## src/rtl/olids_pkg.sv

```systemverilog
// Package for the ordered list block: sizes, field offsets, codes, state
// machine and controller/datapath interface types.
// No dependencies.
package olids_pkg;

   localparam int DEPTH       = 64;
   localparam int ADDR_W      = $clog2(DEPTH);
   localparam int CNT_W       = $clog2(DEPTH + 1);
   localparam int DATA_W      = 32;
   localparam int MODE_W      = 3;
   localparam int POS_W       = 7;
   localparam int STATUS_W    = 2;
   localparam int FOUND_W     = 6;
   localparam int COUNT_OUT_W = 7;
   localparam int CMP_W       = (CNT_W > POS_W) ? CNT_W : POS_W;

   localparam int REQ_MODE_LSB = 0;
   localparam int REQ_POS_LSB  = REQ_MODE_LSB + MODE_W;
   localparam int REQ_VAL_LSB  = REQ_POS_LSB + POS_W;
   localparam int REQ_KEY_LSB  = REQ_VAL_LSB + DATA_W;
   localparam int REQ_USED_W   = REQ_KEY_LSB + DATA_W;
   localparam int REQ_DATA_W   = ((REQ_USED_W + 7) / 8) * 8;

   localparam int RSP_STATUS_LSB = 0;
   localparam int RSP_FOUND_LSB  = RSP_STATUS_LSB + STATUS_W;
   localparam int RSP_READ_LSB   = RSP_FOUND_LSB + FOUND_W;
   localparam int RSP_COUNT_LSB  = RSP_READ_LSB + DATA_W;
   localparam int RSP_USED_W     = RSP_COUNT_LSB + COUNT_OUT_W;
   localparam int RSP_DATA_W     = ((RSP_USED_W + 7) / 8) * 8;

   typedef enum logic [MODE_W-1:0] {
      MODE_CLEAR  = 3'd0,
      MODE_INSERT = 3'd1,
      MODE_DELETE = 3'd2,
      MODE_SEARCH = 3'd3,
      MODE_READ   = 3'd4
   } mode_type;

   typedef enum logic [STATUS_W-1:0] {
      ST_OK       = 2'd0,
      ST_BADPOS   = 2'd1,
      ST_FULL     = 2'd2,
      ST_NOTFOUND = 2'd3
   } status_type;

   typedef enum logic [3:0] {
      S_IDLE,
      S_DECODE,
      S_INS_LOOP,
      S_DEL_LOOP,
      S_SHIFT_RD,
      S_SHIFT_WR,
      S_PUT,
      S_SCAN_LOOP,
      S_SCAN_RD,
      S_SCAN_CHK,
      S_DONE
   } state_type;

   typedef enum logic [2:0] {
      IDX_HOLD,
      IDX_COUNT,
      IDX_POS,
      IDX_ZERO,
      IDX_INC,
      IDX_DEC
   } idx_op_type;

   typedef enum logic [1:0] {
      CNT_HOLD,
      CNT_CLEAR,
      CNT_INC,
      CNT_DEC
   } cnt_op_type;

   typedef enum logic [1:0] {
      RA_IDX,
      RA_PREV,
      RA_NEXT
   } raddr_sel_type;

   typedef enum logic {
      WD_SHIFT,
      WD_VALUE
   } wdata_sel_type;

   typedef struct packed {
      logic          load_item;
      idx_op_type    idx_op;
      cnt_op_type    cnt_op;
      raddr_sel_type raddr_sel;
      logic          ram_we;
      wdata_sel_type wdata_sel;
      logic          set_status;
      status_type    status;
      logic          capture_found;
      logic          capture_read;
      logic          push_rsp;
   } ctrl_cmd_type;

   typedef struct packed {
      mode_type mode;
      logic     pos_gt_cnt;
      logic     pos_ge_cnt;
      logic     cnt_full;
      logic     idx_gt_pos;
      logic     idx_next_lt_cnt;
      logic     idx_lt_cnt;
      logic     hit;
      logic     rsp_free;
   } dp_stat_type;

endpackage

```

## src/rtl/olids_ram.sv

```systemverilog
// Generic single-write, single-read RAM with registered read data.
// No dependencies.
module olids_ram #(
   parameter int WIDTH = 32,
   parameter int DEPTH = 64
) (
   input  logic                     clock,
   input  logic                     we,
   input  logic [$clog2(DEPTH)-1:0] waddr,
   input  logic [WIDTH-1:0]         wdata,
   input  logic [$clog2(DEPTH)-1:0] raddr,
   output logic [WIDTH-1:0]         rdata
);

   logic [WIDTH-1:0] mem_ff [DEPTH];
   logic [WIDTH-1:0] rdata_ff;

   always_ff @(posedge clock) begin
      if (we) begin
         mem_ff[waddr] <= wdata;
      end
      rdata_ff <= mem_ff[raddr];
   end

   assign rdata = rdata_ff;

endmodule

```

## src/rtl/olids_ctrl.sv

```systemverilog
// Controller state machine for the ordered list: sequences shifts, scans
// and result hand-off. Depends on olids_pkg.
module olids_ctrl (
   input  logic                   clock,
   input  logic                   reset,
   input  logic                   req_tvalid,
   output logic                   req_tready,
   input  olids_pkg::dp_stat_type stat,
   output olids_pkg::ctrl_cmd_type cmd
);

   olids_pkg::state_type state_ff;
   olids_pkg::state_type state_in;

   always_ff @(posedge clock) begin
      if (reset) begin
         state_ff <= olids_pkg::S_IDLE;
      end else begin
         state_ff <= state_in;
      end
   end

   always_comb begin
      state_in          = state_ff;
      req_tready        = 1'b0;
      cmd.load_item     = 1'b0;
      cmd.idx_op        = olids_pkg::IDX_HOLD;
      cmd.cnt_op        = olids_pkg::CNT_HOLD;
      cmd.raddr_sel     = olids_pkg::RA_IDX;
      cmd.ram_we        = 1'b0;
      cmd.wdata_sel     = olids_pkg::WD_SHIFT;
      cmd.set_status    = 1'b0;
      cmd.status        = olids_pkg::ST_OK;
      cmd.capture_found = 1'b0;
      cmd.capture_read  = 1'b0;
      cmd.push_rsp      = 1'b0;
      case (state_ff)
         olids_pkg::S_IDLE: begin
            req_tready = 1'b1;
            if (req_tvalid) begin
               cmd.load_item = 1'b1;
               state_in      = olids_pkg::S_DECODE;
            end
         end
         olids_pkg::S_DECODE: begin
            case (stat.mode)
               olids_pkg::MODE_CLEAR: begin
                  cmd.cnt_op = olids_pkg::CNT_CLEAR;
                  state_in   = olids_pkg::S_DONE;
               end
               olids_pkg::MODE_INSERT: begin
                  if (stat.pos_gt_cnt) begin
                     cmd.set_status = 1'b1;
                     cmd.status     = olids_pkg::ST_BADPOS;
                     state_in       = olids_pkg::S_DONE;
                  end else if (stat.cnt_full) begin
                     cmd.set_status = 1'b1;
                     cmd.status     = olids_pkg::ST_FULL;
                     state_in       = olids_pkg::S_DONE;
                  end else begin
                     cmd.idx_op = olids_pkg::IDX_COUNT;
                     state_in   = olids_pkg::S_INS_LOOP;
                  end
               end
               olids_pkg::MODE_DELETE: begin
                  if (stat.pos_ge_cnt) begin
                     cmd.set_status = 1'b1;
                     cmd.status     = olids_pkg::ST_BADPOS;
                     state_in       = olids_pkg::S_DONE;
                  end else begin
                     cmd.idx_op = olids_pkg::IDX_POS;
                     state_in   = olids_pkg::S_DEL_LOOP;
                  end
               end
               olids_pkg::MODE_SEARCH: begin
                  cmd.set_status = 1'b1;
                  cmd.status     = olids_pkg::ST_NOTFOUND;
                  cmd.idx_op     = olids_pkg::IDX_ZERO;
                  state_in       = olids_pkg::S_SCAN_LOOP;
               end
               olids_pkg::MODE_READ: begin
                  if (stat.pos_ge_cnt) begin
                     cmd.set_status = 1'b1;
                     cmd.status     = olids_pkg::ST_BADPOS;
                     state_in       = olids_pkg::S_DONE;
                  end else begin
                     cmd.idx_op = olids_pkg::IDX_POS;
                     state_in   = olids_pkg::S_SCAN_RD;
                  end
               end
               default: begin
                  state_in = olids_pkg::S_DONE;
               end
            endcase
         end
         olids_pkg::S_INS_LOOP: begin
            if (stat.idx_gt_pos) begin
               state_in = olids_pkg::S_SHIFT_RD;
            end else begin
               state_in = olids_pkg::S_PUT;
            end
         end
         olids_pkg::S_DEL_LOOP: begin
            if (stat.idx_next_lt_cnt) begin
               state_in = olids_pkg::S_SHIFT_RD;
            end else begin
               cmd.cnt_op = olids_pkg::CNT_DEC;
               state_in   = olids_pkg::S_DONE;
            end
         end
         olids_pkg::S_SHIFT_RD: begin
            cmd.raddr_sel = (stat.mode == olids_pkg::MODE_INSERT) ?
                            olids_pkg::RA_PREV : olids_pkg::RA_NEXT;
            state_in      = olids_pkg::S_SHIFT_WR;
         end
         olids_pkg::S_SHIFT_WR: begin
            cmd.ram_we    = 1'b1;
            cmd.wdata_sel = olids_pkg::WD_SHIFT;
            if (stat.mode == olids_pkg::MODE_INSERT) begin
               cmd.idx_op = olids_pkg::IDX_DEC;
               state_in   = olids_pkg::S_INS_LOOP;
            end else begin
               cmd.idx_op = olids_pkg::IDX_INC;
               state_in   = olids_pkg::S_DEL_LOOP;
            end
         end
         olids_pkg::S_PUT: begin
            cmd.ram_we    = 1'b1;
            cmd.wdata_sel = olids_pkg::WD_VALUE;
            cmd.cnt_op    = olids_pkg::CNT_INC;
            state_in      = olids_pkg::S_DONE;
         end
         olids_pkg::S_SCAN_LOOP: begin
            if (stat.idx_lt_cnt) begin
               state_in = olids_pkg::S_SCAN_RD;
            end else begin
               state_in = olids_pkg::S_DONE;
            end
         end
         olids_pkg::S_SCAN_RD: begin
            cmd.raddr_sel = olids_pkg::RA_IDX;
            state_in      = olids_pkg::S_SCAN_CHK;
         end
         olids_pkg::S_SCAN_CHK: begin
            if (stat.mode == olids_pkg::MODE_READ) begin
               cmd.capture_read = 1'b1;
               state_in         = olids_pkg::S_DONE;
            end else if (stat.hit) begin
               cmd.set_status    = 1'b1;
               cmd.status        = olids_pkg::ST_OK;
               cmd.capture_found = 1'b1;
               state_in          = olids_pkg::S_DONE;
            end else begin
               cmd.idx_op = olids_pkg::IDX_INC;
               state_in   = olids_pkg::S_SCAN_LOOP;
            end
         end
         olids_pkg::S_DONE: begin
            if (stat.rsp_free) begin
               cmd.push_rsp = 1'b1;
               state_in     = olids_pkg::S_IDLE;
            end
         end
         default: begin
            state_in = olids_pkg::S_IDLE;
         end
      endcase
   end

endmodule

```

## src/rtl/olids_dp.sv

```systemverilog
// Datapath for the ordered list: item registers, index and count, entry
// RAM, result fields and output register. Depends on olids_pkg, olids_ram.
module olids_dp (
   input  logic                              clock,
   input  logic                              reset,
   input  logic [olids_pkg::REQ_DATA_W-1:0]  req_tdata,
   input  logic                              rsp_tready,
   output logic                              rsp_tvalid,
   output logic [olids_pkg::RSP_DATA_W-1:0]  rsp_tdata,
   input  olids_pkg::ctrl_cmd_type           cmd,
   output olids_pkg::dp_stat_type            stat
);

   logic [olids_pkg::MODE_W-1:0]      mode_ff, mode_in;
   logic [olids_pkg::POS_W-1:0]       pos_ff, pos_in;
   logic [olids_pkg::DATA_W-1:0]      val_ff, val_in;
   logic [olids_pkg::DATA_W-1:0]      key_ff, key_in;
   logic [olids_pkg::CNT_W-1:0]       count_ff, count_in;
   logic [olids_pkg::CNT_W-1:0]       idx_ff, idx_in;
   logic [olids_pkg::STATUS_W-1:0]    res_status_ff, res_status_in;
   logic [olids_pkg::FOUND_W-1:0]     res_found_ff, res_found_in;
   logic [olids_pkg::DATA_W-1:0]      res_read_ff, res_read_in;
   logic                              rsp_valid_ff, rsp_valid_in;
   logic [olids_pkg::RSP_DATA_W-1:0]  rsp_data_ff, rsp_data_in;

   logic [olids_pkg::CMP_W-1:0]       pos_w, cnt_w, idx_w;
   logic [olids_pkg::CNT_W:0]         idx_plus_w, cnt_plus_w;
   logic [olids_pkg::CNT_W-1:0]       idx_prev, idx_next;
   logic [olids_pkg::ADDR_W-1:0]      ram_raddr, ram_waddr;
   logic [olids_pkg::DATA_W-1:0]      ram_wdata, ram_rdata;

   olids_ram #(
      .WIDTH (olids_pkg::DATA_W),
      .DEPTH (olids_pkg::DEPTH)
   ) u_ram (
      .clock (clock),
      .we    (cmd.ram_we),
      .waddr (ram_waddr),
      .wdata (ram_wdata),
      .raddr (ram_raddr),
      .rdata (ram_rdata)
   );

   always_ff @(posedge clock) begin
      if (reset) begin
         count_ff     <= '0;
         rsp_valid_ff <= 1'b0;
      end else begin
         count_ff     <= count_in;
         rsp_valid_ff <= rsp_valid_in;
      end
      mode_ff       <= mode_in;
      pos_ff        <= pos_in;
      val_ff        <= val_in;
      key_ff        <= key_in;
      idx_ff        <= idx_in;
      res_status_ff <= res_status_in;
      res_found_ff  <= res_found_in;
      res_read_ff   <= res_read_in;
      rsp_data_ff   <= rsp_data_in;
   end

   assign pos_w      = olids_pkg::CMP_W'(pos_ff);
   assign cnt_w      = olids_pkg::CMP_W'(count_ff);
   assign idx_w      = olids_pkg::CMP_W'(idx_ff);
   assign idx_plus_w = {1'b0, idx_ff} + 1'b1;
   assign cnt_plus_w = {1'b0, count_ff};
   assign idx_prev   = idx_ff - 1'b1;
   assign idx_next   = idx_ff + 1'b1;

   always_comb begin
      mode_in = mode_ff;
      pos_in  = pos_ff;
      val_in  = val_ff;
      key_in  = key_ff;
      if (cmd.load_item) begin
         mode_in = req_tdata[olids_pkg::REQ_MODE_LSB +: olids_pkg::MODE_W];
         pos_in  = req_tdata[olids_pkg::REQ_POS_LSB +: olids_pkg::POS_W];
         val_in  = req_tdata[olids_pkg::REQ_VAL_LSB +: olids_pkg::DATA_W];
         key_in  = req_tdata[olids_pkg::REQ_KEY_LSB +: olids_pkg::DATA_W];
      end
   end

   always_comb begin
      case (cmd.idx_op)
         olids_pkg::IDX_COUNT: idx_in = count_ff;
         olids_pkg::IDX_POS:   idx_in = pos_w[olids_pkg::CNT_W-1:0];
         olids_pkg::IDX_ZERO:  idx_in = '0;
         olids_pkg::IDX_INC:   idx_in = idx_next;
         olids_pkg::IDX_DEC:   idx_in = idx_prev;
         default:              idx_in = idx_ff;
      endcase
   end

   always_comb begin
      case (cmd.cnt_op)
         olids_pkg::CNT_CLEAR: count_in = '0;
         olids_pkg::CNT_INC:   count_in = count_ff + 1'b1;
         olids_pkg::CNT_DEC:   count_in = count_ff - 1'b1;
         default:              count_in = count_ff;
      endcase
   end

   always_comb begin
      case (cmd.raddr_sel)
         olids_pkg::RA_PREV: ram_raddr = idx_prev[olids_pkg::ADDR_W-1:0];
         olids_pkg::RA_NEXT: ram_raddr = idx_next[olids_pkg::ADDR_W-1:0];
         default:            ram_raddr = idx_ff[olids_pkg::ADDR_W-1:0];
      endcase
   end

   assign ram_waddr = idx_ff[olids_pkg::ADDR_W-1:0];
   assign ram_wdata = (cmd.wdata_sel == olids_pkg::WD_VALUE) ? val_ff : ram_rdata;

   always_comb begin
      res_status_in = res_status_ff;
      res_found_in  = res_found_ff;
      res_read_in   = res_read_ff;
      if (cmd.load_item) begin
         res_status_in = olids_pkg::ST_OK;
         res_found_in  = '0;
         res_read_in   = '0;
      end
      if (cmd.set_status) begin
         res_status_in = cmd.status;
      end
      if (cmd.capture_found) begin
         res_found_in = olids_pkg::FOUND_W'(idx_ff);
      end
      if (cmd.capture_read) begin
         res_read_in = ram_rdata;
      end
   end

   always_comb begin
      rsp_valid_in = rsp_valid_ff;
      rsp_data_in  = rsp_data_ff;
      if (cmd.push_rsp) begin
         rsp_valid_in = 1'b1;
         rsp_data_in  = olids_pkg::RSP_DATA_W'({olids_pkg::COUNT_OUT_W'(count_ff),
                                                res_read_ff, res_found_ff,
                                                res_status_ff});
      end else if (rsp_tready) begin
         rsp_valid_in = 1'b0;
      end
   end

   assign rsp_tvalid = rsp_valid_ff;
   assign rsp_tdata  = rsp_data_ff;

   assign stat.mode            = olids_pkg::mode_type'(mode_ff);
   assign stat.pos_gt_cnt      = pos_w > cnt_w;
   assign stat.pos_ge_cnt      = pos_w >= cnt_w;
   assign stat.cnt_full        = count_ff == olids_pkg::CNT_W'(olids_pkg::DEPTH);
   assign stat.idx_gt_pos      = idx_w > pos_w;
   assign stat.idx_next_lt_cnt = idx_plus_w < cnt_plus_w;
   assign stat.idx_lt_cnt      = idx_ff < count_ff;
   assign stat.hit             = ram_rdata == key_ff;
   assign stat.rsp_free        = !rsp_valid_ff || rsp_tready;

endmodule

```

## src/rtl/ordered_list_insert_delete_search.sv

```systemverilog
// Top level of the ordered list with insert, delete, search and read.
// Depends on olids_pkg, olids_ctrl, olids_dp (which holds olids_ram).
//
//   channel   direction   fields (lowest bit first)
//   req_      in          mode[2:0] position[9:3] value[41:10] key[73:42]
//   rsp_      out         status[1:0] found_index[7:2] read_value[39:8]
//                         count_after[46:40]
//
// One item at a time. The entry RAM has one read and one write port with
// registered read data, so each moved or scanned entry passes through a
// loop state, a read state and a write state (a check state for scans).
// Synchronous reset empties the list; entries are not cleared.
// A new item is taken while an earlier result still waits in the output
// register; the result of that item waits until the register frees.
module ordered_list_insert_delete_search (
   input  logic                             clock,
   input  logic                             reset,
   input  logic                             req_tvalid,
   output logic                             req_tready,
   // mode, position, value, key; zero padding at the top
   input  logic [olids_pkg::REQ_DATA_W-1:0] req_tdata,
   output logic                             rsp_tvalid,
   input  logic                             rsp_tready,
   // status, found_index, read_value, count_after; zero padding at the top
   output logic [olids_pkg::RSP_DATA_W-1:0] rsp_tdata
);

   olids_pkg::ctrl_cmd_type cmd;
   olids_pkg::dp_stat_type  stat;

   olids_ctrl u_ctrl (
      .clock      (clock),
      .reset      (reset),
      .req_tvalid (req_tvalid),
      .req_tready (req_tready),
      .stat       (stat),
      .cmd        (cmd)
   );

   olids_dp u_dp (
      .clock      (clock),
      .reset      (reset),
      .req_tdata  (req_tdata),
      .rsp_tready (rsp_tready),
      .rsp_tvalid (rsp_tvalid),
      .rsp_tdata  (rsp_tdata),
      .cmd        (cmd),
      .stat       (stat)
   );

endmodule

```

## config.mk

```make
export PLATFORM = sky130hd
export DESIGN_NAME = ordered_list_insert_delete_search
export DESIGN_NICKNAME = d
export VERILOG_FILES = /design/src/rtl/olids_pkg.sv /design/src/rtl/olids_ram.sv /design/src/rtl/olids_ctrl.sv /design/src/rtl/olids_dp.sv /design/src/rtl/ordered_list_insert_delete_search.sv
export SDC_FILE = /design/constraint.sdc
export NUM_CORES = 2
export LEC_CHECK = 0
export CAP_MARGIN = 20
export CORE_MARGIN = 2
export CORE_UTILIZATION = 34
export DETAILED_ROUTE_END_ITERATION = 16
export DONT_BUFFER_PORTS = 1
export GPL_ROUTABILITY_DRIVEN = 1
export PLACE_DENSITY_LB_ADDON = 0.2
export RECOVER_POWER = 100
export SLEW_MARGIN = 10
export SYNTH_ARGS = -nofsm -noshare
export SYNTH_HDL_FRONTEND = slang
export SYNTH_HIERARCHICAL = 1
export SYNTH_SLANG_ARGS = --single-unit
```

## constraint.sdc

```tcl
create_clock -name clock -period 4.9 [get_ports clock]
set_input_delay 0.735 -clock clock [delete_from_list [all_inputs] [get_ports clock]]
set_output_delay 0.735 -clock clock [all_outputs]
set_load 0.05 [all_outputs]
```

== Word level (Yosys, flattened, before mapping) ==
Memory sizes are Yosys's and may differ from the RTL's. A register that Yosys moved wholly into a read port is not among the register bits.
Index checks and enable logic that the tools add are counted.

* Register bits after elaboration: 180
* Memories kept: 1
* Memory bits (writable): 2048
* Input bits: 84
* Output and inout bits: 50
* Word-level logic and storage cells: 119

* Add/sub/neg operators: 5
* Eq/ne operators: 28
* Magnitude comparators: 5
* Muxes and demuxes: 56
* Reductions and logical operators: 12

{| class="wikitable"
|+ Memory list
! memory !! depth !! width !! read ports !! clocked after Yosys merged registers in !! write ports !! RTL line !! source
|-
| u_dp.u_ram.mem_ff || 64 || 32 || 1 || 1 || 1 || olids_ram.sv:15 || <nowiki>logic [WIDTH-1:0] mem_ff [DEPTH];</nowiki>
|}

{| class="wikitable"
|+ Operators with widths
! cell !! count
|-
| $mux W32 || 3
|-
| $pmux W4 S11 || 1
|-
| $mux W4 || 10
|-
| $pmux W7 S5 || 1
|-
| $eq A32 B32 Y1 || 1
|-
| $pmux W3 S3 || 3
|-
| $pmux W7 S3 || 1
|-
| $mux W2 || 10
|-
| $mux W3 || 6
|-
| $eq A4 B3 Y1 const B || 4
|-
| $pmux W4 S4 || 1
|-
| $add A7 B1 Y7 const B || 2
|-
| $gt A7 B7 Y1 || 2
|-
| $mux W1 || 14
|-
| $sub A7 B1 Y7 const B || 2
|-
| $eq A3 B2 Y1 const B || 4
|-
| $eq A4 B4 Y1 const B || 3
|-
| $mux W6 || 2
|-
| $pmux W6 S2 || 1
|-
| $eq A3 B3 Y1 const B || 3
|-
| $add A7 B1 Y8 const B || 1
|-
| $eq A4 B2 Y1 const B || 2
|-
| $lt A8 B7 Y1 || 1
|-
| $reduce_bool A2 Y1 || 4
|-
| 19 further kinds || 24
|}

== Depth between registers and ports, before layout ==
* Depth in word-level cells: 7
* Depth in mapped cells: 20
* Depth with buffers taken out: 18

== Cells and area by module ==
The synthesis kept the hierarchy.

{| class="wikitable"
|+ By module, submodules not included
! module !! times used !! cells an instance !! area an instance (sq um) !! sequential area each (sq um)
|-
| olids_ram || 1 || 3324 || 78515.3 || 62139.6
|-
| olids_dp || 1 || 542 || 7851.3 || 5205.0
|-
| olids_ctrl || 1 || 104 || 693.2 || 80.1
|}

== Worst setup path before layout ==
No wires, ideal clock.

* Kind: reg2reg
* Start: register u_ctrl.state_ff[2]
* End: register u_dp/res_read_ff[0] (netlist bit) (enable)
* Data arrival time: 4.868 ns
* Slack: -0.342 ns
* Cell stages (with the launch flop): 6
* Setup time: 0.375 ns
* Buffers on the path: 2
* Clock period less this slack: 5.242 ns
* Required time: 4.525 ns
* Cells stage by stage: dfxtp_1 clkbuf_1 clkbuf_1 nor4_1 and2_1 or2_2

{| class="wikitable"
|+ RTL lines
! what !! RTL line !! source
|-
| from (decl) || olids_ctrl.sv:12 || <nowiki>olids_pkg::state_type state_ff;</nowiki>
|-
| from (signal assigned) || olids_ctrl.sv:17 || <nowiki>state_ff <= olids_pkg::S_IDLE;</nowiki>
|-
| from (signal assigned) || olids_ctrl.sv:19 || <nowiki>state_ff <= state_in;</nowiki>
|-
| to (signal assigned) || olids_dp.sv:59 || <nowiki>res_read_ff <= res_read_in;</nowiki>
|-
| to (decl) || olids_dp.sv:22 || <nowiki>logic [olids_pkg::DATA_W-1:0] res_read_ff, res_read_in;</nowiki>
|}

==> flow_metrics.env <==
export IMPL_syn2layout_area_growth_pct=16.5
export IMPL_pin_count=134
export IMPL_mostFrequentLayoutCell="edfxtp_1"
export IMPL_numCtsBuffers=227
export IMPL_place_inst=7392
export IMPL_synth_top_family_by_area="multiplexers"
export IMPL_hp_class="input port to register"
export IMPL_cts_root_buf="clkbuf_16"
export IMPL_netlist_area_leader_share=0.764
export IMPL_drc=0
export IMPL_layout_drive_gt1_share=0.271
export IMPL_min_path_cells=3
export IMPL_path_class="register to register"
export IMPL_slowest_stage="nor2_1"
export IMPL_final_antenna_net_count=0
export IMPL_synth_edf_count=2216
export IMPL_clk_pin_slew_worst_paths_ps=60
export IMPL_r2r_slack_ps=150
export IMPL_synthTopCellsByArea="edfxtp_1 (76%), mux4_2 (14%), mux2i_1 (1.1%), dfxtp_1 (1.0%), nor2_1 (0.73%)"
export IMPL_period_needed_ps=4750
export IMPL_cpPeakStageDelay_ps=1900
export IMPL_num_rows=185
export IMPL_end_kind="register"
export IMPL_wl_per_cell_um=30.2
export IMPL_multiInputGateArea_um2=18900
export IMPL_netlist_instances=3970
export IMPL_cts_sinks=2260
export IMPL_tns_ps=0
export IMPL_timing_hold_ws_ps=95.8
export IMPL_tightest_slew_ps=2540
export IMPL_clock_latency_ps=880
export IMPL_seqCellArea_um2=67400
export IMPL_vdd_drop_max_mv=0.352
export IMPL_grtUsageTotal=0.182
export IMPL_antenna_found_initial=9
export IMPL_required_ps=5410
export IMPL_syn_cell_area_um2=87100
export IMPL_overflow=0
export IMPL_arrival_ps=5270
export IMPL_drt_wl_total_um=239000
export IMPL_final_nets=4448
export IMPL_p_leak_nw=31.5
export IMPL_yosysUniqueCellTypes=79
export IMPL_fin_crit_sh=0.970
export IMPL_skew_ps=49.5
export IMPL_synthMuxAreaShare=0.156
export IMPL_drv_slew=309
export IMPL_gp_congestion=0.798
export IMPL_failed_checks="max-capacitance violations, max-slew violations"
export IMPL_synth_compound_area_share=0.0241
export IMPL_fmax_mhz=210
export IMPL_dp_hpwl_um=141000
export IMPL_vias_per_cell=5.40
export IMPL_ys_warn_count=6
export IMPL_htree_num_levels=4
export IMPL_final_cells=7905
export IMPL_maxCapViolations=14
export IMPL_drtPass1Iterations=6
export IMPL_start_util=0.342
export IMPL_grt_pass1_wl_um=333000
export IMPL_ys_seq_area_frac=0.774
export IMPL_worst_r2r_path_depth=5
export IMPL_synth_xor_area_share=0.00453
export IMPL_synth_fp_nets=4085
export IMPL_avgSynthCellArea_um2=21.9
export IMPL_synthAdderAreaFrac=0.00446
export IMPL_cts_tree="done"
export IMPL_port_buffers=0
export IMPL_grt_pass1_vias=42900
export IMPL_yosys_area_share_simple=0.0230
export IMPL_setup_viol=0
export IMPL_powerDensity_nw_per_um2=604
export IMPL_cp_max_fo=32
export IMPL_cp_cell_sequence="buf_4 > nand2b_1 > nor2_1 > mux2_1 > clkbuf_2"
export IMPL_hold_violations=0
export IMPL_grt_start_max_net_pins=65
export IMPL_ys_flop_type="edfxtp_1"
export IMPL_yosysTopAreaCell="edfxtp_1"
export IMPL_cts_buffer_depth=3
export IMPL_status="finished with violations"
export IMPL_slew_headroom=-0.702
export IMPL_final_cell_mix="edfxtp_1 (2,216), mux4_2 (544), clkbuf_16 (230), nor2_1 (113), buf_4 (110)"
export IMPL_async_flop_share=0
export IMPL_start_kind="register"
export IMPL_synth_seq_cells=2260
export IMPL_vias=42700
export IMPL_fp_dieW_um=510
export IMPL_die_area_um2=260000
export IMPL_drt_initial_drc_count=4783
export IMPL_die_h_um=510
export IMPL_core_area_um2=254000
export IMPL_nFillCells=22500
==> critical path: cells and delay by family (launching register included) <==
family | cells | cell delay [ps]
flip-flops | 1 | 390
multiplexers | 1 | 860
buffers and inverters | 2 | 970
AND/OR/NAND/NOR | 2 | 2120
==> cell families (layout without fill, tap and decap cells) <==
family | Yosys count | count (layout)
fa+ha+maj | 31 | 31
other cells | 1 | 11
simple gates | 398 | 398
flops | 2260 | 2260
mux | 675 | 675
buf+inv | 243 | 802
xor+xnor | 45 | 45
compound gates | 317 | 317
==> synth_stat cells (5+ instances only) <==
library cell and number:
edfxtp_1 2216, clkbuf_1 98, buf_4 26, and2_1 42, nand2_1 42, or3_1 6
inv_1 27, a22oi_1 15, xor2_1 37, o21ai_0 26, nor2_1 169, mux2i_1 98
buf_2 59, buf_6 8, a311oi_1 8, mux2_2 33, nor3b_1 5, nor3_1 20
nand3_1 11, nand4_1 8, o31ai_1 6, xnor2_1 8, nand3b_1 8, and3_1 6
dfxtp_1 44, o221ai_1 29, nor4_1 15, a211oi_1 8, mux4_2 544, nor2b_1 21
nand2b_1 19, buf_1 25, ha_1 31, o22ai_1 87, o32ai_1 5, a21o_1 6
a21oi_1 86
==> per-layer routing <==
layer	vias up	part of all wire	GRT usage
met5	-	0.000054	0
met4	2	0.027	0.0498
met3	308	0.063	0.0275
met2	1473	0.47	0.288
met1	23400	0.44	0.262
li1	17500	-	-
==> cell type report <==
class / instances / share of cell area
sequential: 2260 / 0.665
multi-input combinational: 1467 / 0.187
clock buffer: 278 / 0.0587
tap: 3366 / 0.0415
timing repair buffer: 350 / 0.0318
clock inverter: 147 / 0.0151
inverter: 27 / 0.000999
antenna: 10 / 0.000247
==> state kept, by name, indices dropped and copies added, names as in the netlist, 3 cells and up <==
signal and cells:
u_dp/val_ff 32, u_dp/pos_ff 7, u_dp/mode_ff 3, u_dp/idx_ff 7
u_dp/rsp_tdata 47, u_dp/res_read_ff 32, u_dp/res_found_ff 6, u_dp/u_ram/rdata 32
u_dp/u_ram/mem_ff 2048, u_dp/cnt_w 7, u_dp/key_ff 32, u_ctrl/state_ff 4
==> where the power goes <==
group | internal [mW] | switching [mW]
clock network | 10.0 | 7.40
logic | 6.59 | 11.7
registers | 24.8 | 0.703
==> through the flow <==
stage	setup slack (ps)	power, mW	utilization	instance area [µm²]
final	149	61.3	0.399	101000
after global routing	-13.6	63.5	0.399	101000
after CTS	55.2	62.0	0.400	102000
after detailed placement	-88.3	44.5	0.368	93600
after global placement	-126	44.3	0.368	93600
after floorplan	450	35.8	-	87100
==> timing repair <==
action,in CTS,in global routing
pin swaps,1,0
endpoints found under the setup margin,1,28
endpoints found under the hold margin,85,0
buffers inserted,2,0
resized for setup,0,5
hold buffers,75,0
==> final timing paths <==
| check | start | end |
|---|---|---|
| worst min-delay path | reset | u_ctrl/state_ff[0] |
| worst max-delay path | u_ctrl/state_ff[3] | u_dp/u_ram/mem_ff[51][1] |
| worst min register to register | u_dp/res_found_ff[4] | u_dp/rsp_tdata[6] |
| worst max register to register | u_ctrl/state_ff[3] | u_dp/u_ram/mem_ff[51][1] |
Power figures use the tool's default switching activity.
